File: src/prbd_pkg.sv
package prbd_pkg;

    localparam int BYTES_PER_RESULT = 8;
    localparam int ROW_WIDTH_BITS   = 16;
    localparam int BYTE_W           = 8;
    localparam int OUT_W            = BYTES_PER_RESULT * BYTE_W;
    localparam int COUNT_W          = 4;
    localparam int RUN_W            = 8;

    localparam int FIFO_DEPTH = 4;
    localparam int FIFO_PTR_W = $clog2(FIFO_DEPTH);
    localparam int FIFO_CNT_W = $clog2(FIFO_DEPTH + 1);

    localparam logic [ROW_WIDTH_BITS-1:0] ROW_WIDTH_RESET = ROW_WIDTH_BITS'(64);
    localparam logic [BYTE_W-1:0]         REPEAT_BASE     = BYTE_W'(128);

    typedef enum logic [2:0] {
        PH_HEADER  = 3'b001,
        PH_LITERAL = 3'b010,
        PH_REPEAT  = 3'b100
    } phase_t;

    // one expansion job: emit data byte run_len times
    typedef struct packed {
        logic [BYTE_W-1:0] data;
        logic [RUN_W-1:0]  run_len;
        logic              row_end;
        logic              clip;
    } cmd_t;

endpackage

File: src/prbd_front.sv
module prbd_front (
    input  logic                                  aclk,
    input  logic                                  aresetn,
    input  logic                                  s_valid,
    output logic                                  s_ready,
    input  logic [prbd_pkg::BYTE_W-1:0]           s_in_byte,
    input  logic                                  cfg_valid,
    input  logic [prbd_pkg::ROW_WIDTH_BITS-1:0]   cfg_row_width,
    input  logic                                  q_full,
    output logic                                  q_push,
    output prbd_pkg::cmd_t                        q_cmd
);

    localparam int RW = prbd_pkg::ROW_WIDTH_BITS;
    localparam int BW = prbd_pkg::BYTE_W;

    prbd_pkg::phase_t  phase_reg, phase_next;
    logic [BW-1:0]     literal_left_reg, literal_left_next;
    logic [BW-1:0]     repeat_len_reg, repeat_len_next;
    logic [RW-1:0]     row_left_reg, row_left_next;
    logic              clip_reg, clip_next;
    logic [RW-1:0]     row_width_reg;

    logic              accept;
    logic [RW-1:0]     width_eff;
    logic [RW-1:0]     lit_row_left;
    logic [BW-1:0]     lit_left_dec;
    logic [RW-1:0]     rep_n;
    logic [RW-1:0]     rep_row_left;
    logic [BW-1:0]     hdr_lit_len;
    logic [BW-1:0]     hdr_rep_len;

    assign s_ready   = !q_full;
    assign accept    = s_valid && s_ready;
    assign width_eff = (row_width_reg == '0) ? RW'(1) : row_width_reg;

    assign lit_row_left = (row_left_reg != '0) ? row_left_reg - RW'(1) : row_left_reg;
    assign lit_left_dec = (literal_left_reg != '0) ? literal_left_reg - BW'(1)
                                                   : literal_left_reg;
    assign rep_n        = (RW'(repeat_len_reg) > row_left_reg) ? row_left_reg
                                                               : RW'(repeat_len_reg);
    assign rep_row_left = row_left_reg - rep_n;
    assign hdr_lit_len  = s_in_byte + BW'(1);
    // 257 - b fits in a byte for b >= 128
    assign hdr_rep_len  = BW'(9'd257 - {1'b0, s_in_byte});

    always_comb begin
        phase_next        = phase_reg;
        literal_left_next = literal_left_reg;
        repeat_len_next   = repeat_len_reg;
        row_left_next     = row_left_reg;
        clip_next         = clip_reg;
        q_push            = 1'b0;
        q_cmd             = '0;
        if (accept) begin
            case (phase_reg)
                prbd_pkg::PH_LITERAL: begin
                    q_push            = (row_left_reg != '0);
                    q_cmd.data        = s_in_byte;
                    q_cmd.run_len     = prbd_pkg::RUN_W'(1);
                    q_cmd.row_end     = (lit_row_left == '0);
                    q_cmd.clip        = clip_reg;
                    row_left_next     = lit_row_left;
                    literal_left_next = lit_left_dec;
                    if (lit_left_dec == '0) begin
                        phase_next = prbd_pkg::PH_HEADER;
                        if (lit_row_left == '0) begin
                            row_left_next = width_eff;
                        end
                    end
                end
                prbd_pkg::PH_REPEAT: begin
                    q_push          = (rep_n != '0);
                    q_cmd.data      = s_in_byte;
                    q_cmd.run_len   = prbd_pkg::RUN_W'(rep_n);
                    q_cmd.row_end   = (rep_row_left == '0);
                    q_cmd.clip      = clip_reg;
                    phase_next      = prbd_pkg::PH_HEADER;
                    repeat_len_next = '0;
                    row_left_next   = (rep_row_left == '0) ? width_eff : rep_row_left;
                end
                default: begin
                    if (s_in_byte < prbd_pkg::REPEAT_BASE) begin
                        literal_left_next = hdr_lit_len;
                        phase_next        = prbd_pkg::PH_LITERAL;
                        clip_next         = (RW'(hdr_lit_len) > row_left_reg);
                    end else begin
                        repeat_len_next = hdr_rep_len;
                        phase_next      = prbd_pkg::PH_REPEAT;
                        clip_next       = (RW'(hdr_rep_len) > row_left_reg);
                    end
                end
            endcase
        end
    end

    always_ff @(posedge aclk) begin
        if (!aresetn) begin
            phase_reg        <= prbd_pkg::PH_HEADER;
            literal_left_reg <= '0;
            repeat_len_reg   <= '0;
            row_left_reg     <= prbd_pkg::ROW_WIDTH_RESET;
            clip_reg         <= 1'b0;
            row_width_reg    <= prbd_pkg::ROW_WIDTH_RESET;
        end else begin
            phase_reg        <= phase_next;
            literal_left_reg <= literal_left_next;
            repeat_len_reg   <= repeat_len_next;
            row_left_reg     <= row_left_next;
            clip_reg         <= clip_next;
            if (cfg_valid) begin
                row_width_reg <= cfg_row_width;
            end
        end
    end

endmodule

File: src/prbd_cmd_fifo.sv
module prbd_cmd_fifo (
    input  logic           aclk,
    input  logic           aresetn,
    input  logic           push,
    input  prbd_pkg::cmd_t push_cmd,
    output logic           full,
    input  logic           pop,
    output logic           empty,
    output prbd_pkg::cmd_t head
);

    localparam int PW = prbd_pkg::FIFO_PTR_W;
    localparam int CW = prbd_pkg::FIFO_CNT_W;

    prbd_pkg::cmd_t store_reg [prbd_pkg::FIFO_DEPTH];
    logic [PW-1:0]  wr_ptr_reg, wr_ptr_next;
    logic [PW-1:0]  rd_ptr_reg, rd_ptr_next;
    logic [CW-1:0]  fill_reg, fill_next;
    logic           do_push, do_pop;

    assign full    = (fill_reg == CW'(prbd_pkg::FIFO_DEPTH));
    assign empty   = (fill_reg == '0);
    assign head    = store_reg[rd_ptr_reg];
    assign do_push = push && !full;
    assign do_pop  = pop && !empty;

    always_comb begin
        wr_ptr_next = wr_ptr_reg;
        rd_ptr_next = rd_ptr_reg;
        fill_next   = fill_reg;
        if (do_push) begin
            wr_ptr_next = (wr_ptr_reg == PW'(prbd_pkg::FIFO_DEPTH - 1)) ? '0
                                                                         : wr_ptr_reg + PW'(1);
        end
        if (do_pop) begin
            rd_ptr_next = (rd_ptr_reg == PW'(prbd_pkg::FIFO_DEPTH - 1)) ? '0
                                                                         : rd_ptr_reg + PW'(1);
        end
        if (do_push && !do_pop) begin
            fill_next = fill_reg + CW'(1);
        end else if (do_pop && !do_push) begin
            fill_next = fill_reg - CW'(1);
        end
    end

    always_ff @(posedge aclk) begin
        if (!aresetn) begin
            wr_ptr_reg <= '0;
            rd_ptr_reg <= '0;
            fill_reg   <= '0;
        end else begin
            wr_ptr_reg <= wr_ptr_next;
            rd_ptr_reg <= rd_ptr_next;
            fill_reg   <= fill_next;
        end
    end

    always_ff @(posedge aclk) begin
        if (do_push) begin
            store_reg[wr_ptr_reg] <= push_cmd;
        end
    end

endmodule

File: src/prbd_back.sv
module prbd_back (
    input  logic                              aclk,
    input  logic                              aresetn,
    input  logic                              q_empty,
    input  prbd_pkg::cmd_t                    q_head,
    output logic                              q_pop,
    output logic                              m_valid,
    input  logic                              m_ready,
    output logic [prbd_pkg::OUT_W-1:0]        m_out_bytes,
    output logic [prbd_pkg::COUNT_W-1:0]      m_out_count,
    output logic                              m_row_end,
    output logic                              m_run_last,
    output logic                              m_overrun
);

    localparam int NW = prbd_pkg::RUN_W;
    localparam int BW = prbd_pkg::BYTE_W;

    logic                 busy_reg, busy_next;
    logic [NW-1:0]        rem_reg, rem_next;
    prbd_pkg::cmd_t       cur_reg;

    logic                 m_valid_reg;
    logic [prbd_pkg::OUT_W-1:0]   bytes_reg, bytes_next;
    logic [prbd_pkg::COUNT_W-1:0] count_reg, count_next;
    logic                 row_end_reg, last_reg, ovr_reg;

    logic                 out_load;
    logic                 have_src;
    prbd_pkg::cmd_t       src;
    logic [NW-1:0]        src_n;
    logic [NW-1:0]        chunk;
    logic [NW-1:0]        left;

    assign out_load = !m_valid_reg || m_ready;
    assign have_src = busy_reg || !q_empty;
    assign src      = busy_reg ? cur_reg : q_head;
    assign src_n    = busy_reg ? rem_reg : q_head.run_len;
    assign chunk    = (src_n > NW'(prbd_pkg::BYTES_PER_RESULT)) ? NW'(prbd_pkg::BYTES_PER_RESULT)
                                                                : src_n;
    assign left     = src_n - chunk;
    assign q_pop    = out_load && !busy_reg && !q_empty;

    always_comb begin
        for (int i = 0; i < prbd_pkg::BYTES_PER_RESULT; i++) begin
            bytes_next[i*BW +: BW] = (NW'(i) < chunk) ? src.data : '0;
        end
        count_next = prbd_pkg::COUNT_W'(chunk);
        busy_next  = busy_reg;
        rem_next   = rem_reg;
        if (out_load && have_src) begin
            busy_next = (left != '0);
            rem_next  = left;
        end
    end

    always_ff @(posedge aclk) begin
        if (!aresetn) begin
            busy_reg    <= 1'b0;
            rem_reg     <= '0;
            m_valid_reg <= 1'b0;
        end else begin
            busy_reg <= busy_next;
            rem_reg  <= rem_next;
            if (out_load) begin
                m_valid_reg <= have_src;
            end
        end
    end

    always_ff @(posedge aclk) begin
        if (q_pop) begin
            cur_reg <= q_head;
        end
        if (out_load && have_src) begin
            bytes_reg   <= bytes_next;
            count_reg   <= count_next;
            last_reg    <= (left == '0);
            row_end_reg <= (left == '0) && src.row_end;
            ovr_reg     <= src.clip;
        end
    end

    assign m_valid     = m_valid_reg;
    assign m_out_bytes = bytes_reg;
    assign m_out_count = count_reg;
    assign m_row_end   = row_end_reg;
    assign m_run_last  = last_reg;
    assign m_overrun   = ovr_reg;

endmodule

File: src/packbits_row_decoder.sv
// channel   direction  beat payload                                   handshake
// s_        in         s_in_byte[7:0]                                 s_valid / s_ready
// m_        out        m_out_bytes[63:0] m_out_count[3:0] m_row_end   m_valid / m_ready
//                      m_run_last m_overrun
// cfg_      in         cfg_row_width[15:0]                            cfg_valid / cfg_ready
//
// Input side takes one compressed byte per cycle while the command queue has room.
// Each literal byte within the row makes one result beat; a repeat byte makes ceil(n/8)
// beats, one per cycle while m_ready allows, issued by the back-end expander, so long repeats
// fill the 4-entry queue and then hold s_ready low.
// Synchronous active-low reset on aresetn; row width returns to 64.
// m_valid/m_ready stall the back-end expander; the front keeps going until the queue fills.
module packbits_row_decoder (
    input  logic                                 aclk,
    input  logic                                 aresetn,
    input  logic                                 s_valid,
    output logic                                 s_ready,
    input  logic [prbd_pkg::BYTE_W-1:0]          s_in_byte,
    output logic                                 m_valid,
    input  logic                                 m_ready,
    output logic [prbd_pkg::OUT_W-1:0]           m_out_bytes,
    output logic [prbd_pkg::COUNT_W-1:0]         m_out_count,
    output logic                                 m_row_end,
    output logic                                 m_run_last,
    output logic                                 m_overrun,
    input  logic                                 cfg_valid,
    output logic                                 cfg_ready,
    input  logic [prbd_pkg::ROW_WIDTH_BITS-1:0]  cfg_row_width
);

    // front -> queue
    logic           q_push;
    prbd_pkg::cmd_t q_cmd;
    logic           q_full;
    // queue -> back
    logic           q_pop;
    logic           q_empty;
    prbd_pkg::cmd_t q_head;

    // register write is always taken; write it only while idle, the block does not check
    assign cfg_ready = 1'b1;

    // header parsing, row bookkeeping, clip detection
    prbd_front u_front (
        .aclk          (aclk),
        .aresetn       (aresetn),
        .s_valid       (s_valid),
        .s_ready       (s_ready),
        .s_in_byte     (s_in_byte),
        .cfg_valid     (cfg_valid),
        .cfg_row_width (cfg_row_width),
        .q_full        (q_full),
        .q_push        (q_push),
        .q_cmd         (q_cmd)
    );

    // decouples byte intake from run expansion
    prbd_cmd_fifo u_fifo (
        .aclk     (aclk),
        .aresetn  (aresetn),
        .push     (q_push),
        .push_cmd (q_cmd),
        .full     (q_full),
        .pop      (q_pop),
        .empty    (q_empty),
        .head     (q_head)
    );

    // splits each command into beats of up to eight bytes
    prbd_back u_back (
        .aclk        (aclk),
        .aresetn     (aresetn),
        .q_empty     (q_empty),
        .q_head      (q_head),
        .q_pop       (q_pop),
        .m_valid     (m_valid),
        .m_ready     (m_ready),
        .m_out_bytes (m_out_bytes),
        .m_out_count (m_out_count),
        .m_row_end   (m_row_end),
        .m_run_last  (m_run_last),
        .m_overrun   (m_overrun)
    );

    // a row can only close on the final beat of a run
    a_row_end_last: assert property (@(posedge aclk) disable iff (!aresetn)
        m_valid && m_row_end |-> m_run_last)
        else $error("row_end without run_last");

    // every beat but the last of a run is full
    a_full_beat: assert property (@(posedge aclk) disable iff (!aresetn)
        m_valid && !m_run_last |->
            m_out_count == prbd_pkg::COUNT_W'(prbd_pkg::BYTES_PER_RESULT))
        else $error("short beat before end of run");

    // beat size within range
    a_count_range: assert property (@(posedge aclk) disable iff (!aresetn)
        m_valid |-> (m_out_count != '0) &&
                    (m_out_count <= prbd_pkg::COUNT_W'(prbd_pkg::BYTES_PER_RESULT)))
        else $error("beat count out of range");

endmodule

File: config.mk
export PLATFORM = sky130hd
export DESIGN_NAME = packbits_row_decoder
export DESIGN_NICKNAME = d
export VERILOG_FILES = /design/src/prbd_pkg.sv /design/src/prbd_front.sv /design/src/prbd_cmd_fifo.sv /design/src/prbd_back.sv /design/src/packbits_row_decoder.sv
export SDC_FILE = /design/constraint.sdc
export NUM_CORES = 1
export LEC_CHECK = 0
export ABC_AREA = 1
export BUFFER_PORTS_ARGS = -buffer_cell sky130_fd_sc_hd__buf_2
export CORE_MARGIN = 1
export CORE_UTILIZATION = 45
export CTS_CLUSTER_SIZE = 16
export DETAILED_ROUTE_END_ITERATION = 16
export GPL_ROUTABILITY_DRIVEN = 0
export PLACE_DENSITY_LB_ADDON = 0.1
export RECOVER_POWER = 100
export SLEW_MARGIN = 20
export SYNTH_ARGS = -nofsm -noshare
export SYNTH_HDL_FRONTEND = slang
export SYNTH_SLANG_ARGS = --single-unit
File: constraint.sdc
create_clock -name aclk -period 4.2 [get_ports aclk]
set_clock_uncertainty 0.1 [all_clocks]
set_input_delay 0 -clock aclk [delete_from_list [all_inputs] [get_ports aclk]]
set_output_delay 0 -clock aclk [all_outputs]
set_load 0.05 [all_outputs]
==> impl_metrics.toml <==
[worst_setup_path]
cpPeakStageDelay_ns = 0.39
critical_path_required_ns = 4.53
crit_fanout = 22
critPathCaptureType = "flip-flop"
slowest_stage = "dfxtp_1"
arrival_ns = 4.10
crit_path_start = "u_front.row_left_reg[7]"
crit_type = "flip-flop to flip-flop"
r2r-start = "u_front.row_left_reg[7]"
cp-start-kind = "flip-flop"
crit_top_cell = "nand2_1"

[clock_tree]
post_cts_buffers = 0
htreeDepth = 1
cts_tree = "built"
cts_num_sinks = 224
clkTransAtPathRegs_ns = 0.06
clkLatencyLatePin_ns = 0.52
root_buffer = "clkbuf_16"
numCtsBuffers = 25
clockBufferDepth = 3

[placement]
dpl.hpwl_um = 24100
placedCellCount = 1938
post-place-ws_ns = 0.342
io_buffers = 101

[flow_run]
maxCapViolCount = 0

[timing]
finalSetupViolCount = 0
finalHoldViolCount = 0
drv_slew = 0
timing.final.crit_share = 0.897
max-slew-margin-rel = 0.100
worstMarginPinSlew_ns = 1.33
fmax_mhz = 265
setup_tns_ns = 0
rsz0062_at_grt = "no"
fin_crit_ns = 3.77
layout_setup_ws_ns = 0.433

[detailed_routing]
drtAntennaViolNets = 0
drt_wl_total_um = 33500
dr.pass1.iters = 8
drt_iter0_drc = 927
wire_per_inst_um = 16.5
drc = 0
via_count = 10600
via_per_inst = 5.22

[global_route]
grt_max_degree = 58
antenna_found_initial = 0
grt_pass1_wl_um = 54000
grt_pass1_vias = 10100
grtUsageTotal = 0.242
grtUsageMet3 = 0.0278
use_met1 = 0.322
gr-total-overflow = 0
grt-busiest-layer = "met2"
grtUsageMet2 = 0.411

[synth]
synth-seq-cells = 224
synth_area_um2 = 12200
yosysWarnings = 0
async_flop_share = 0
syn_inst = 1504
synth.yosys.seq_area_share = 0.492
avgSynthCellArea_um2 = 8.13
synth-edff-count = 153
synth_ff_type = "edfxtp_1"
yosysUniqueCellTypes = 52

[die]
initial_core_util = 0.464
num_rows = 59
die_y_um = 167
io_pins = 103
die_x_um = 167
core-area_um2 = 26400
die-area_um2 = 27800

[finish]
area_growth_pct = 18.0
final_core_util = 0.548
fin_cells = 2028
largest_reg_flops = 72
n_antenna_cell = 0
nFillCells = 2495
drive_above_1_share = 0.0986
layout.nets = 1742

[outcome]
outcome = "completed"

[power_and_ir_drop]
p_leak_nw = 6.31
powerDensity_nw_per_um2 = 708
vdd_drop_max_uv = 373

[worst_hold_path]
hp-start = "cfg_valid"
hold_class = "primary input to flip-flop"
-- metal layers --
metal,vias up,share of wire,routed length [µm]
li1,5299,-,-
met1,4857,0.44,14600
met2,349,0.47,15800
met3,73,0.061,2030
met4,0,0.030,996
met5,-,0,0
-- placed cells by master (no fill, tap or decap), types with 4 or more instances in the layout --
cell type      synthesis  routed
nand2_1              328     327
inv_1                207     209
nor2_1               198     197
edfxtp_1             153     153
o21ai_0              102     103
nand3_1               92      92
a21oi_1               83      86
clkbuf_1              30      81
dfxtp_1               71      70
dlygate4sd3_1          0      44
ha_1                  38      38
buf_4                  2      30
buf_2                  4      27
clkbuf_16              0      25
nand4_1               20      20
nor3_1                17      18
xor2_1                16      16
nand2_2               11      12
nor2_2                10      10
o22ai_1               10      10
inv_2                 11       9
o21ai_1               10       9
a31oi_1                9       9
a211oi_1               9       9
nand3_2                6       6
nor2_4                 5       6
nand3_4                6       6
nor4_1                 6       6
o31ai_1                6       6
clkinv_1               4       5
clkinv_2               0       5
clkbuf_2               0       4
-- area by class of cell --
class                      instances  area [µm²]  share of cell area
timing repair buffer             182        1110              0.0772
clock inverter                    13         156              0.0108
multi-input combinational       1018        5200               0.360
inverter                         223         842              0.0584
sequential                       224        6020               0.417
clock buffer                      33         686              0.0475
tap                              335         419              0.0290
-- worst max-delay path: cells and delay by family, from the launching register on --
| family | cells | cell delay, ns |
|---|---|---|
| and+or+nand+nor | 20 | 2.08 |
| AOI/OAI and AO/OA | 1 | 0.13 |
| buffers and inverters | 5 | 0.47 |
| adders and majority gates | 2 | 0.51 |
| DFF | 1 | 0.39 |
-- power breakdown --
group          leakage [nW]  switching, mW  total (mW)  internal (mW)
logic                  3.89           3.52        4.57           1.05
clock network         0.419          0.886        2.23           1.34
registers              2.00          0.210        3.41           3.20
total                  6.31           4.61        10.2           5.60
-- per-stage QoR --
stage | total power, mW | instance area [µm²] | hold WS [ns]
floorplan | 6.94 | 12200 | 0.0264
global placement | 8.06 | 13300 | 0.130
detailed placement | 8.11 | 13300 | 0.132
CTS | 10.4 | 14600 | 0.0756
global route | 10.9 | 14400 | 0.148
finish | 10.2 | 14400 | 0.0756
-- synthesized netlist by cell type (2+ instances only) --
library cell	n	area share
a211oi_1	9	0.0055
a21o_1	2	0.0012
a21oi_1	83	0.034
a21oi_2	5	0.0036
a31oi_1	9	0.0046
buf_1	2	0.00061
buf_2	4	0.0016
buf_4	2	0.0012
clkbuf_1	30	0.0092
clkinv_1	4	0.0012
dfxtp_1	71	0.12
edfxtp_1	153	0.38
ha_1	38	0.039
inv_1	207	0.064
inv_2	11	0.0034
nand2_1	328	0.10
nand2_2	11	0.0056
nand2_4	4	0.0037
nand3_1	92	0.038
nand3_2	6	0.0049
nand3_4	6	0.0086
nand4_1	20	0.010
nor2_1	198	0.061
nor2_2	10	0.0051
nor2_4	5	0.0046
nor3_1	17	0.0070
nor3_2	3	0.0025
nor4_1	6	0.0031
o211ai_1	3	0.0018
o21a_1	3	0.0018
o21ai_0	102	0.042
o21ai_1	10	0.0041
o22ai_1	10	0.0051
o31ai_1	6	0.0037
or2_2	2	0.0010
xor2_1	16	0.011
-- worst paths after layout --
path,depth (start not counted),slack (ns),endpoint
hold reg to reg,2,0.36,u_back.rem_reg[1]
hold / removal,3,0.08,u_front.row_width_reg[4]
setup / recovery,28,0.43,u_front.row_left_reg[9]
setup reg to reg,28,0.43,u_front.row_left_reg[9]
-- cells by family (layout without fill, tap and decap cells) --
kind of cell             after synthesis  count (layout)  share of synthesized area
AND/OR/NAND/NOR                      712             712                      0.259
buffers and inverters                263             451                     0.0834
AO/OA/AOI/OAI                        248             248                      0.113
flip-flops                           224             224                      0.492
adder cells (fa/ha/maj)               39              39                     0.0405
XOR/XNOR                              16              16                     0.0115
other                                  1               2                   0.000307
multiplexers                           1               1                   0.000818
-- what timing repair did --
item	in CTS	in global routing
endpoints found under the hold margin	79	0
endpoints found under the setup margin	0	20
gates resized for setup	0	6
hold buffers	44	0
Note: power is estimated with default switching activity, not from simulation.
